--- config.mk ---
export PLATFORM = sky130hd
export DESIGN_NAME = bitmap_block_allocator
export DESIGN_NICKNAME = d
export VERILOG_FILES = /design/src/sv/bba_pkg.sv /design/src/sv/bba_map_ram.sv /design/src/sv/bba_scan.sv /design/src/sv/bitmap_block_allocator.sv
export VERILOG_INCLUDE_DIRS = /design/src /design/src/sv
export SDC_FILE = /design/constraint.sdc
export NUM_CORES = 2
export LEC_CHECK = 0
export ABC_AREA = 1
export CORE_MARGIN = 2
export CORE_UTILIZATION = 30
export DETAILED_ROUTE_END_ITERATION = 8
export DONT_BUFFER_PORTS = 1
export HOLD_SLACK_MARGIN = 0.15
export PLACE_DENSITY = 0.52
export SLEW_MARGIN = 20
export SYNTH_ARGS = -nofsm -noshare
export SYNTH_HDL_FRONTEND = slang
export SYNTH_SLANG_ARGS = --single-unit
--- constraint.sdc ---
create_clock -name clk -period 7.8 [get_ports clk]
set_clock_uncertainty 0.2 [all_clocks]
set_input_delay 1.17 -clock clk [delete_from_list [all_inputs] [get_ports clk]]
set_output_delay 1.17 -clock clk [all_outputs]
set_load 0.03 [all_outputs]
--- src/sv/bitmap_block_allocator_defines.svh ---
// Assertion macros shared by the allocator RTL.
`ifndef BITMAP_BLOCK_ALLOCATOR_DEFINES_SVH
`define BITMAP_BLOCK_ALLOCATOR_DEFINES_SVH

`ifndef NO_ASSERTIONS
// Check a condition at every clock edge outside reset.
`define BBA_ASSERT_NOW(lbl, clk, rst_n, prop) \
  lbl: assert property (@(posedge clk) disable iff (!rst_n) (prop)) \
    else $error("bitmap allocator check failed");
// Check that a condition holds in the cycle after a trigger.
`define BBA_ASSERT_NEXT(lbl, clk, rst_n, ante, cons) \
  lbl: assert property (@(posedge clk) disable iff (!rst_n) (ante) |=> (cons)) \
    else $error("bitmap allocator sequence check failed");
`else
`define BBA_ASSERT_NOW(lbl, clk, rst_n, prop)
`define BBA_ASSERT_NEXT(lbl, clk, rst_n, ante, cons)
`endif

`endif

--- src/sv/bba_pkg.sv ---
package bba_pkg;

  localparam int unsigned IDX_W          = 12;
  localparam int unsigned FUNC_W         = 2;
  localparam int unsigned STAT_W         = 2;
  localparam int unsigned NUM_BLOCKS_DEF = 4096;
  localparam int unsigned WORD_BITS_DEF  = 64;

  // Request codes on in_func.
  localparam logic [FUNC_W-1:0] FN_ALLOC = 2'd0;
  localparam logic [FUNC_W-1:0] FN_FREE  = 2'd1;
  localparam logic [FUNC_W-1:0] FN_QUERY = 2'd2;

  // Result codes on out_status.
  localparam logic [STAT_W-1:0] STAT_OK   = 2'd0;
  localparam logic [STAT_W-1:0] STAT_FULL = 2'd1;
  localparam logic [STAT_W-1:0] STAT_ZERO = 2'd2;

  typedef enum logic [2:0] {
    ST_CLEAR,
    ST_IDLE,
    ST_DIV,
    ST_ADDR,
    ST_LOOK,
    ST_SCAN,
    ST_RESP
  } bba_state_t;

endpackage

--- src/sv/bba_map_ram.sv ---
module bba_map_ram import bba_pkg::*; #(
  parameter int unsigned DEPTH = 64,
  parameter int unsigned AW    = 6,
  parameter int unsigned WIDTH = 64
) (
  input  logic             clk,
  input  logic             we,
  input  logic [AW-1:0]    waddr,
  input  logic [WIDTH-1:0] wdata,
  input  logic [AW-1:0]    rd_addr,
  output logic [WIDTH-1:0] rd_data
);

  logic [WIDTH-1:0] mem_r [DEPTH];
  logic [WIDTH-1:0] rd_data_r;

  always_ff @(posedge clk) begin
    if (we) begin
      mem_r[waddr] <= wdata;
    end
  end

  always_ff @(posedge clk) begin
    rd_data_r <= mem_r[rd_addr];
  end

  assign rd_data = rd_data_r;

endmodule

--- src/sv/bba_scan.sv ---
module bba_scan import bba_pkg::*; #(
  parameter int unsigned WORD_BITS = 64,
  parameter int unsigned PW        = 6,
  parameter int unsigned AVW       = 7
) (
  input  logic [WORD_BITS-1:0] word,
  input  logic [AVW-1:0]       avail,
  output logic                 found,
  output logic [PW-1:0]        pos,
  output logic [WORD_BITS-1:0] pick
);

  logic [WORD_BITS-1:0] mask;
  logic [WORD_BITS-1:0] free_v;

  // Only the low avail bits of the word name real blocks.
  always_comb begin
    for (int i = 0; i < WORD_BITS; i++) begin
      mask[i] = (AVW'(i) < avail);
    end
  end

  assign free_v = ~word & mask;
  // Isolate the lowest free bit.
  assign pick   = free_v & (~free_v + WORD_BITS'(1));
  assign found  = |free_v;

  always_comb begin
    pos = '0;
    for (int i = 0; i < WORD_BITS; i++) begin
      if (pick[i]) begin
        pos = pos | PW'(i);
      end
    end
  end

endmodule

--- src/sv/bitmap_block_allocator.sv ---
// Accept to out_valid: allocate scans k map words (1..MAP_WORDS) in ST_SCAN, then ST_RESP;
//   free and query pass ST_DIV, ST_ADDR, ST_LOOK, ST_RESP (no ST_LOOK for a free of block 0
//   or an index past the map); an unused code goes straight to ST_RESP. One request at a
//   time, taken in ST_IDLE; one find-first-free unit reads the map a word per cycle. While a
//   result beat stalls, the next finished result waits and no request is taken.
// Reset: synchronous, active low; a clearing pass then writes all MAP_WORDS map words
//   (block 0 marked used), one per cycle, with in_stall high.
`include "bitmap_block_allocator_defines.svh"

module bitmap_block_allocator import bba_pkg::*; #(
  parameter int unsigned NUM_BLOCKS = NUM_BLOCKS_DEF,
  parameter int unsigned WORD_BITS  = WORD_BITS_DEF
) (
  input  logic              clk,
  input  logic              rst_n,
  input  logic              in_valid,
  output logic              in_stall,
  input  logic [FUNC_W-1:0] in_func,
  input  logic [IDX_W-1:0]  in_block_index,
  output logic              out_valid,
  input  logic              out_stall,
  output logic [IDX_W-1:0]  out_allocated_index,
  output logic              out_block_is_free,
  output logic [STAT_W-1:0] out_status
);

  // Map geometry.
  localparam int unsigned MAP_WORDS = (NUM_BLOCKS + WORD_BITS - 1) / WORD_BITS;
  localparam int unsigned AW        = (MAP_WORDS > 1) ? $clog2(MAP_WORDS) : 1;
  localparam int unsigned PW        = $clog2(WORD_BITS);
  localparam int unsigned AVW       = $clog2(WORD_BITS + 1);
  localparam int unsigned RW        = $clog2(NUM_BLOCKS + 1);
  localparam int unsigned CW        = (RW > IDX_W) ? RW : IDX_W;

  // Word index of a block by reciprocal multiply; exact for 12-bit indexes
  // since 2^DIV_SH is far above 4096 * WORD_BITS.
  localparam int unsigned DIV_SH    = 24;
  localparam int unsigned DPW       = IDX_W + DIV_SH + 1;
  localparam logic [DPW-1:0] DIV_RECIP = DPW'((2**DIV_SH + WORD_BITS - 1) / WORD_BITS);
  localparam logic [IDX_W-1:0] WB_I    = IDX_W'(WORD_BITS);

  bba_state_t        state_r, state_nxt;
  logic [AW-1:0]     clr_cnt_r, clr_cnt_nxt;
  logic [FUNC_W-1:0] func_r, func_nxt;
  logic [IDX_W-1:0]  idx_r, idx_nxt;
  logic [IDX_W-1:0]  q_r, q_nxt;
  logic [PW-1:0]     bit_r, bit_nxt;
  logic [AW-1:0]     word_r, word_nxt;
  logic [RW-1:0]     base_r, base_nxt;
  logic [RW-1:0]     rem_r, rem_nxt;
  logic [IDX_W-1:0]  res_idx_r, res_idx_nxt;
  logic              res_free_r, res_free_nxt;
  logic [STAT_W-1:0] res_stat_r, res_stat_nxt;
  logic              out_valid_r, out_valid_nxt;
  logic [IDX_W-1:0]  out_idx_r, out_idx_nxt;
  logic              out_free_r, out_free_nxt;
  logic [STAT_W-1:0] out_stat_r, out_stat_nxt;

  logic              in_acc;
  logic              out_load;
  logic [DPW-1:0]    div_prod;
  logic [IDX_W-1:0]  word_base;
  logic              idx_out_of_map;

  logic              ram_we;
  logic [AW-1:0]     ram_waddr;
  logic [WORD_BITS-1:0] ram_wdata;
  logic [AW-1:0]     ram_raddr;
  logic [WORD_BITS-1:0] ram_rdata;

  logic [AVW-1:0]    scan_avail;
  logic              scan_found;
  logic [PW-1:0]     scan_pos;
  logic [WORD_BITS-1:0] scan_pick;

  // Used-map storage: one word per entry, registered read.
  bba_map_ram #(
    .DEPTH (MAP_WORDS),
    .AW    (AW),
    .WIDTH (WORD_BITS)
  ) u_map (
    .clk     (clk),
    .we      (ram_we),
    .waddr   (ram_waddr),
    .wdata   (ram_wdata),
    .rd_addr (ram_raddr),
    .rd_data (ram_rdata)
  );

  // Shared find-first-free unit, reused for every word of an allocate.
  bba_scan #(
    .WORD_BITS (WORD_BITS),
    .PW        (PW),
    .AVW       (AVW)
  ) u_scan (
    .word  (ram_rdata),
    .avail (scan_avail),
    .found (scan_found),
    .pos   (scan_pos),
    .pick  (scan_pick)
  );

  // Clip the last word to the blocks that really exist.
  assign scan_avail = (rem_r >= RW'(WORD_BITS)) ? AVW'(WORD_BITS) : AVW'(rem_r);

  assign in_acc   = in_valid && !in_stall;
  // The output register is free when empty or being drained this cycle.
  assign out_load = (state_r == ST_RESP) && (!out_valid_r || !out_stall);

  assign div_prod       = DPW'(idx_r) * DIV_RECIP;
  assign word_base      = q_r * WB_I;
  assign idx_out_of_map = (CW'(idx_r) >= CW'(NUM_BLOCKS));

  always_comb begin
    state_nxt     = state_r;
    clr_cnt_nxt   = clr_cnt_r;
    func_nxt      = func_r;
    idx_nxt       = idx_r;
    q_nxt         = q_r;
    bit_nxt       = bit_r;
    word_nxt      = word_r;
    base_nxt      = base_r;
    rem_nxt       = rem_r;
    res_idx_nxt   = res_idx_r;
    res_free_nxt  = res_free_r;
    res_stat_nxt  = res_stat_r;
    out_valid_nxt = out_valid_r;
    out_idx_nxt   = out_idx_r;
    out_free_nxt  = out_free_r;
    out_stat_nxt  = out_stat_r;
    in_stall      = 1'b1;
    ram_we        = 1'b0;
    ram_waddr     = word_r;
    ram_wdata     = ram_rdata;
    ram_raddr     = '0;

    // Drop the result beat once the consumer takes it.
    if (out_valid_r && !out_stall) begin
      out_valid_nxt = 1'b0;
    end

    unique case (state_r)
      ST_CLEAR: begin
        // Sweep the map once; block 0 stays reserved.
        ram_we    = 1'b1;
        ram_waddr = clr_cnt_r;
        ram_wdata = (clr_cnt_r == '0) ? WORD_BITS'(1) : '0;
        if (clr_cnt_r == AW'(MAP_WORDS - 1)) begin
          state_nxt = ST_IDLE;
        end else begin
          clr_cnt_nxt = clr_cnt_r + AW'(1);
        end
      end

      ST_IDLE: begin
        in_stall  = 1'b0;
        // Fetch word 0 now so an allocate scan starts on the next cycle.
        ram_raddr = '0;
        // in_stall is low here, so a valid beat is taken.
        if (in_valid) begin
          func_nxt     = in_func;
          idx_nxt      = in_block_index;
          word_nxt     = '0;
          base_nxt     = '0;
          rem_nxt      = RW'(NUM_BLOCKS);
          res_idx_nxt  = '0;
          res_free_nxt = 1'b0;
          res_stat_nxt = STAT_OK;
          unique case (in_func)
            FN_ALLOC: state_nxt = ST_SCAN;
            FN_FREE:  state_nxt = ST_DIV;
            FN_QUERY: state_nxt = ST_DIV;
            default:  state_nxt = ST_RESP;
          endcase
        end
      end

      ST_DIV: begin
        q_nxt     = div_prod[IDX_W+DIV_SH-1:DIV_SH];
        state_nxt = ST_ADDR;
      end

      ST_ADDR: begin
        bit_nxt   = PW'(idx_r - word_base);
        ram_raddr = AW'(q_r);
        word_nxt  = AW'(q_r);
        priority if (idx_out_of_map) begin
          // No such block: free does nothing, query reports not free.
          state_nxt = ST_RESP;
        end else if (func_r == FN_FREE && idx_r == '0) begin
          res_stat_nxt = STAT_ZERO;
          state_nxt    = ST_RESP;
        end else begin
          state_nxt = ST_LOOK;
        end
      end

      ST_LOOK: begin
        if (func_r == FN_FREE) begin
          ram_we    = 1'b1;
          ram_wdata = ram_rdata & ~(WORD_BITS'(1) << bit_r);
        end else begin
          res_free_nxt = !ram_rdata[bit_r];
        end
        state_nxt = ST_RESP;
      end

      ST_SCAN: begin
        // Read the following word while this one is examined.
        ram_raddr = word_r + AW'(1);
        priority if (scan_found) begin
          ram_we      = 1'b1;
          ram_wdata   = ram_rdata | scan_pick;
          res_idx_nxt = IDX_W'(base_r + RW'(scan_pos));
          state_nxt   = ST_RESP;
        end else if (rem_r <= RW'(WORD_BITS)) begin
          res_stat_nxt = STAT_FULL;
          state_nxt    = ST_RESP;
        end else begin
          word_nxt = word_r + AW'(1);
          base_nxt = base_r + RW'(WORD_BITS);
          rem_nxt  = rem_r - RW'(WORD_BITS);
        end
      end

      ST_RESP: begin
        // Hold the result until the output register can take it.
        if (out_load) begin
          out_valid_nxt = 1'b1;
          out_idx_nxt   = res_idx_r;
          out_free_nxt  = res_free_r;
          out_stat_nxt  = res_stat_r;
          state_nxt     = ST_IDLE;
        end
      end

      default: begin
        state_nxt = ST_CLEAR;
      end
    endcase
  end

  always_ff @(posedge clk) begin
    if (!rst_n) begin
      state_r     <= ST_CLEAR;
      clr_cnt_r   <= '0;
      out_valid_r <= 1'b0;
    end else begin
      state_r     <= state_nxt;
      clr_cnt_r   <= clr_cnt_nxt;
      out_valid_r <= out_valid_nxt;
    end
  end

  always_ff @(posedge clk) begin
    func_r     <= func_nxt;
    idx_r      <= idx_nxt;
    q_r        <= q_nxt;
    bit_r      <= bit_nxt;
    word_r     <= word_nxt;
    base_r     <= base_nxt;
    rem_r      <= rem_nxt;
    res_idx_r  <= res_idx_nxt;
    res_free_r <= res_free_nxt;
    res_stat_r <= res_stat_nxt;
    out_idx_r  <= out_idx_nxt;
    out_free_r <= out_free_nxt;
    out_stat_r <= out_stat_nxt;
  end

  assign out_valid           = out_valid_r;
  assign out_allocated_index = out_idx_r;
  assign out_block_is_free   = out_free_r;
  assign out_status          = out_stat_r;

  // The block is busy in the cycle after every accepted beat.
  `BBA_ASSERT_NEXT(a_busy_after_accept, clk, rst_n, in_acc, state_r != ST_IDLE)
  // Block 0 is reserved, so the first word never offers bit 0.
  `BBA_ASSERT_NOW(a_block0_reserved, clk, rst_n,
    !(state_r == ST_SCAN && word_r == '0 && scan_found) || scan_pos != '0)
  // The map is never written while waiting for a request or a consumer.
  `BBA_ASSERT_NOW(a_no_write_when_idle, clk, rst_n,
    !(state_r == ST_IDLE || state_r == ST_RESP) || !ram_we)
  // A loaded result shows up as a valid beat on the next cycle.
  `BBA_ASSERT_NEXT(a_result_presented, clk, rst_n, out_load, out_valid_r)

endmodule
# Yosys cells after proc, flatten, opt, wreduce, memory -nomap -nowiden

Memories as Yosys holds them, arrays and structs flattened. A register that Yosys moved wholly into a read port is not among the register bits.
Cells that the tools add are included.

Output and inout bits: 17
Memories: 1
Flip-flop bits (word level): 98
Memory bits (writable): 4096

Memory list:

| name        | depth | width | rd ports | clocked after memory_dff | wr ports | RTL line          | RTL |
|---|---|---|---|---|---|---|---|
| u_map.mem_r | 64    | 64    | 1        | 1                        | 1        | bba_map_ram.sv:14 | `logic [WIDTH-1:0] mem_r [DEPTH];` |

Bitwise operators: 7
Shifts and indexed selects: 1
Equality and inequality tests: 21
Muxes and demuxes: 161
Reduce and logical (&&, ||, !) cells: 25
Magnitude comparators: 67
$add $sub $neg: 7

Operators with widths:

| cell                                                                | count |
|---|---|
| 64-bit two-way mux                                                  | 4 |
| 6-bit two-way mux                                                   | 42 |
| 6-bit by 7-bit < comparator with 1-bit output, first input constant | 32 |
| 64-bit bitwise AND                                                  | 3 |
| 64-bit inverter                                                     | 3 |
| 64-bit one-hot mux with 3 select lines                              | 1 |
| 13-bit two-way mux                                                  | 14 |
| 5-bit by 7-bit < comparator with 1-bit output, first input constant | 16 |
| 12-bit two-way mux                                                  | 8 |
| 5-bit two-way mux                                                   | 16 |
| 64-bit by 1-bit adder with 64-bit output, second input constant     | 1 |
| 64-bit OR                                                           | 1 |
| 64-bit OR reduction                                                 | 1 |
| 1-bit by 6-bit << shifter with 64-bit output, first input constant  | 1 |
| 3-bit two-way mux                                                   | 19 |
| 4-bit by 7-bit < comparator with 1-bit output, first input constant | 8 |
| 13-bit one-hot mux with 2 select lines                              | 2 |
| 2-bit two-way mux                                                   | 17 |
| 4-bit two-way mux                                                   | 8 |
| 3-bit by 7-bit < comparator with 1-bit output, first input constant | 4 |
| 12-bit one-hot mux with 2 select lines                              | 1 |
| 3-bit one-hot mux with 7 select lines                               | 1 |
| 1-bit two-way mux                                                   | 20 |
| 2-bit inequality test, second input constant                        | 10 |
| 39 further kinds                                                    | 56 |

# Longest topological paths before layout

Depth in word-level cells: 74
Mapped depth: 20
Mapped depth without buffers: 17

# By module

From an unflattened synthesis, not the netlist that was laid out.

Cell total of the unflattened synthesis: 14824
Area total of the unflattened synthesis: 173929.3 sq um

By module, submodules not included:

| module                 | instances | cells an instance | sequential area each (sq um) | area each (sq um) |
|---|---|---|---|---|
| bba_map_ram            | 1         | 13405             | 124279.2                     | 165306.0 |
| bitmap_block_allocator | 1         | 686               | 2452.4                       | 5445.2 |
| bba_scan               | 1         | 733               | 0.0                          | 3178.0 |

# Least setup slack after synthesis

Ideal clock, no wire load.

Path kind: register to register
Start point: register rem_r[8]
End point: memory u_map.mem_r[0][63] (data pin)
Path buffers: 3
Period minus slack after synthesis: 5.491 ns
Path slack: 2.309 ns
Setup time: 0.719 ns
Arrival: 4.572 ns
Cell stages (with the launch flop): 15
Cells stage by stage: edfxtp_1 nor2_2 nand2_2 nor2_1 nand2_2 buf_6 buf_6 buf_6 o21ai_0 nand2_1 nor2_1 nand2_1 inv_1 nand3_1 o31ai_1

Longest elaborated chain between the ends: 11
Elaborated cells on any way between the ends: 75
Those cells by class: 1 x add/sub; 65 x order compare; 4 x mux; 4 x bitwise; 1 x reduce/logical

RTL lines:

| item                                                                        | RTL line                      | RTL |
|---|---|---|
| start: declaration                                                          | bitmap_block_allocator.sv:50  | `logic [RW-1:0] rem_r, rem_nxt;` |
| start signal: assignment                                                    | bitmap_block_allocator.sv:262 | `rem_r <= rem_nxt;` |
| 13-bit by 7-bit greater-or-equal comparator with 1-bit output *             | bitmap_block_allocator.sv:104 | `assign scan_avail = (rem_r >= RW'(WORD_BITS)) ? AVW'(WORD_BITS) : AVW'(rem_r);` |
| 7-bit two-way mux *                                                         | bitmap_block_allocator.sv:104 |  |
| 1-bit by 7-bit < comparator with 1-bit output, or another cell as far along | bba_scan.sv:19                | `mask[i] = (AVW'(i) < avail);` |
| 64-bit bitwise AND *                                                        | bba_scan.sv:23                | `assign free_v = ~word & mask;` |
| 64-bit inverter                                                             | bba_scan.sv:25                | `assign pick = free_v & (~free_v + WORD_BITS'(1));` |
| 64-bit by 1-bit adder with 64-bit output                                    | bba_scan.sv:25                |  |
| 64-bit bitwise AND                                                          | bba_scan.sv:25                |  |
| 64-bit OR                                                                   | bitmap_block_allocator.sv:213 | `ram_wdata = ram_rdata \| scan_pick;` |
| 64-bit two-way mux *                                                        | bitmap_block_allocator.sv:211 | `priority if (scan_found) begin` |
| 64-bit two-way mux *                                                        | bitmap_block_allocator.sv:142 | `unique case (state_r)` |
| 64-bit one-hot mux with 3 select lines *                                    | bitmap_block_allocator.sv:142 |  |
| net ram_wdata[63]                                                           | bitmap_block_allocator.sv:67  | `logic [WORD_BITS-1:0] ram_wdata;` |
| end: declaration                                                            | bba_map_ram.sv:14             |  |

Mark *: on every way through the listed nets, which the timed path passes. The rest lies on a longest branch. The select of a mux whose other input is x is not followed.

# Worst setup path after layout

Start point: register rem_r[10]
End point: memory u_map.mem_r[19][11] (enable)

Longest elaborated chain between the ends: 10
Elaborated cells on any way between the ends: 73
Those cells by class: 65 x order compare; 6 x mux; 1 x bitwise; 1 x reduce/logical

RTL lines:

| item                                                                        | RTL line                      | RTL |
|---|---|---|
| 13-bit by 7-bit greater-or-equal comparator with 1-bit output *             | bitmap_block_allocator.sv:104 |  |
| 7-bit two-way mux *                                                         | bitmap_block_allocator.sv:104 |  |
| 1-bit by 7-bit < comparator with 1-bit output, or another cell as far along | bba_scan.sv:19                |  |
| 64-bit bitwise AND *                                                        | bba_scan.sv:23                |  |
| 64-bit OR reduction *                                                       | bba_scan.sv:26                | `assign found = \|free_v;` |
| 1-bit two-way mux *                                                         | bitmap_block_allocator.sv:211 |  |
| 1-bit two-way mux *                                                         | bitmap_block_allocator.sv:142 |  |
| 1-bit one-hot mux with 3 select lines *                                     | bitmap_block_allocator.sv:142 |  |
| 1-bit two-way mux *                                                         | bba_map_ram.sv:18             | `if (we) begin` |
| 1-bit two-way mux (implied by the code) *                                   | bba_map_ram.sv:19             | `mem_r[waddr] <= wdata;` |

Every way passes the cells marked *; elsewhere a longest branch is shown, timed or not. The select of a mux whose other input is x is not followed.

==> flow_summary_export.csv <==
group,metric,value,unit
status,outcome,"finished clean",
sta,finalHoldViolations,0,
layout,post-route-util,34.4,%
clock_tree,cts_sinks,4245,
die,row_count,278,
die,die_area,0.580,mm^2
critical_path,reg2reg_from,"rem_r[10]$_SDFFCE_PN0P_",
power,intPower,49000,uW
clock_tree,clkLatencyLatePin,1050,ps
power,leakagePower,0.0623,uW
layout,nNetsFinal,12686,
global_route,grt_usage,19.1,%
synthesis,ys_seq_area_share,73.5,%
sta,fin_crit_sh,77.9,%
power,p_seq_share,44.3,%
sta,fin_tns_setup,0,ps
synthesis,synth_area,0.172,mm^2
synthesis,synthDominantCellAreaShare,72.7,%
power,power_frac_comb,29.2,%
routing,via_count,110479,
layout,area_growth_syn_to_layout,14.2,%
power,power.density,391,mW/mm^2
critical_path,crit_required,8220,ps
critical_path,critPathLaunchType,"register",
synthesis,synth_area_per_cell,13.4,um^2
global_route,antenna_found_initial,47,
power,p_sw,28000,uW
sta,min_period,6080,ps
synthesis,synth-async-reset-ratio,0,%
clock_tree,cts_root_buf,"clkbuf_16",
routing,wirelength,578000,um
min_path,hold_class,"reg -> reg",
critical_path,crit_arrival,6500,ps
sta,worst_pin_slew,1230,ps
layout,drive_gt1_share,14.4,%
die,die_w,762,um
synthesis,yosys.area.top_type,"edfxtp_1",
die,core_area,0.573,mm^2
synthesis,synth_edf_count,4171,
power,swShare,36.4,%
routing,ant_nets,0,
power,ir_worst_vdd,422,uV
synthesis,postSynthCellCount,12813,
routing,vias_per_cell,5.36,
layout,finalInstanceArea,0.197,mm^2
sta,drv_slew,0,
clock_tree,clkSlewWorstSetupHoldPaths,60,ps
place,dpl.hpwl,322000,um
place,place_congestion,0.988,
critical_path,endpoint_kind,"register",
critical_path,worstSetupPathType,"reg -> reg",
critical_path,crit_path_max_fanout,49,
synthesis,yosys_warnings,0,
global_route,grt_max_degree,190,
die,num_io_pins,35,
flow_run,drv_cap,0,
power,total_power,76900,uW
die,die_h,762,um
clock_tree,h-tree-depth,5,
routing,drtIter0Drc,14330,
place,dpl-instance-area,0.183,mm^2
sta,maxSlewHeadroom,17.9,%
routing,drc_errors,0,
place,portBuffers,0,
power,pwr-share-clk,26.5,%
die,floorplan.initialDensity,30.1,%
critical_path,critPathLaunch,"rem_r[10]$_SDFFCE_PN0P_",
sta,fmax,165,MHz
synthesis,ys_top_cells_by_area,"edfxtp_1 (73%), o211ai_1 (8.3%), o21ai_0 (3.7%), nor2_1 (2.9%), or2_2 (2.7%)",
clock_tree,cts_made_buffers,431,
routing,post_drt_wl_per_cell,28.0,um
synthesis,synth_cell_type_count,49,
clock_tree,cts_tree,"done",
synthesis,synth-seq-cells,4245,
global_route,grt_pass1_vias,103591,
sta,finalSetupViolCount,0,
sta,rsz0062_at_grt,"false",
global_route,globalRouteOverflowTotal,0,
clock_tree,cts_buffer_depth,4,
routing,firstDrtPassIters,6,
clock_tree,postCtsResizedCells,0,
synthesis,syn-num-nets,12839,
global_route,grt_pass1_wl,809000,um
min_path,min_from,"res_idx_r[10]$_SDFFCE_PN0P_",
synthesis,ys.flop_type,"edfxtp_1",
-- sequential cells by signal, indices dropped and copies added (netlist names), 3 cells and up --
name	cells
base_r	6
state_r	3
rem_r	7
u_map.mem_r	4096
out_allocated_index	12
bit_r	6
word_r	6
u_map.rd_data	64
res_idx_r	12
idx_r	12
q_r	6
clr_cnt_r	6
-- power groups by stage --
stage / Clock, uW / Combinational, uW / Sequential (uW)
floorplan: 0 / 11600 / 34400
global placement: 0 / 22300 / 34400
detailed placement: 0 / 22400 / 34500
CTS: 20700 / 22500 / 34000
global route: 21600 / 23900 / 34100
finish: 20400 / 22500 / 34000
-- worst max-delay path, cell delays in order, from the launching register on --
cell	delay (ps)
edfxtp_1	450
nor2_1	210
nand3_1	160
nand2_2	670
o21ai_0	430
nand2_1	240
nor2_2	70
nand2_1	130
nor2_4	100
nand2_2	100
nor2_4	60
nor2_4	290
inv_6	140
nand2_8	170
nand2_2	220
nor2_4	690
buf_4	600
buf_4	610
-- per-layer routing --
| layer | vias to the layer above | routed length, um | global-route usage (%) |
|---|---|---|---|
| met1 | 56740 | 257000 | 27.8 |
| li1 | 48382 | - | - |
| met4 | 20 | 16900 | 5.48 |
| met2 | 4521 | 257000 | 29.2 |
| met3 | 816 | 46500 | 3.30 |
| met5 | - | 116 | 0 |
-- final timing paths --
| kind | end | slack [ps] | cells past startpoint |
|---|---|---|---|
| worst max register to register | u_map.mem_r[19][11]$_DFFE_PP_ | 1720 | 17 |
| worst min-delay path | out_allocated_index[10]$_DFFE_PP_ | 220 | 0 |
| worst min register to register | out_allocated_index[10]$_DFFE_PP_ | 220 | 0 |
| worst max-delay path | u_map.mem_r[19][11]$_DFFE_PP_ | 1720 | 17 |
-- cells in the final DEF (no fill, tap or decap), types with 16 or more instances in the layout --
master and instances:
edfxtp_1 4171, o211ai_1 1910, o21ai_0 1282, nor2_1 1240, or2_2 734, nand2_1 621, nand3_1 473, clkbuf_16 433
inv_1 357, o21ai_1 357, buf_4 249, o22ai_1 213, clkinv_1 98, clkbuf_1 97, buf_12 93, or2_1 92
nor2_4 79, clkinv_2 77, dfxtp_1 74, nor3_1 47, a21oi_1 36, nand3_4 28, clkbuf_8 28, bufinv_16 27
nand4_1 26, nand3_2 20, diode_2 17, inv_6 16, dlygate4sd3_1 16
-- cell families (layout without fill, tap and decap cells) --
family	after synthesis	in the layout	synth area share [%]
flops	4245	4245	73.5
compound gates	3835	3835	14.1
simple gates	3404	3404	9.21
buf+inv	1321	1533	3.05
fa+ha+maj	8	8	0.0581
other cells	0	17	0
-- per-stage QoR --
step | hold WS, ps | instances | worst slack, ps
floorplan | 200 | 12813 | 2310
global placement | 205 | 19762 | 1830
detailed placement | 207 | 19768 | 1880
CTS | 221 | 20582 | 1840
global route | 225 | 20588 | 1520
finish | 220 | 20602 | 1720
-- cell type report --
| class | count | area [um^2] |
|---|---|---|
| Antenna cell | 17 | 42.5 |
| Clock buffer | 558 | 11600 |
| Clock inverter | 240 | 2130 |
| Fill cell | 55270 | 376000 |
| Inverter | 375 | 1450 |
| Multi-Input combinational cell | 7247 | 41500 |
| Sequential cell | 4245 | 127000 |
| Tap cell | 7560 | 9460 |
| Timing Repair Buffer | 360 | 3930 |
-- cells in the mapped netlist (153+ instances only) --
library cell,count
inv_1,359
clkbuf_1,710
o211ai_1,1910
o22ai_1,213
or2_2,734
o21ai_1,356
nor2_1,1311
nand2_1,622
nand3_1,521
o21ai_0,1285
buf_2,153
edfxtp_1,4171
-- what timing repair did --
action	in CTS	in global routing
setup endpoints to repair	0	0
hold buffers	16	0
endpoints found under the hold margin	25	0
setup buffers	0	0
(Power assumes the default switching activity.)
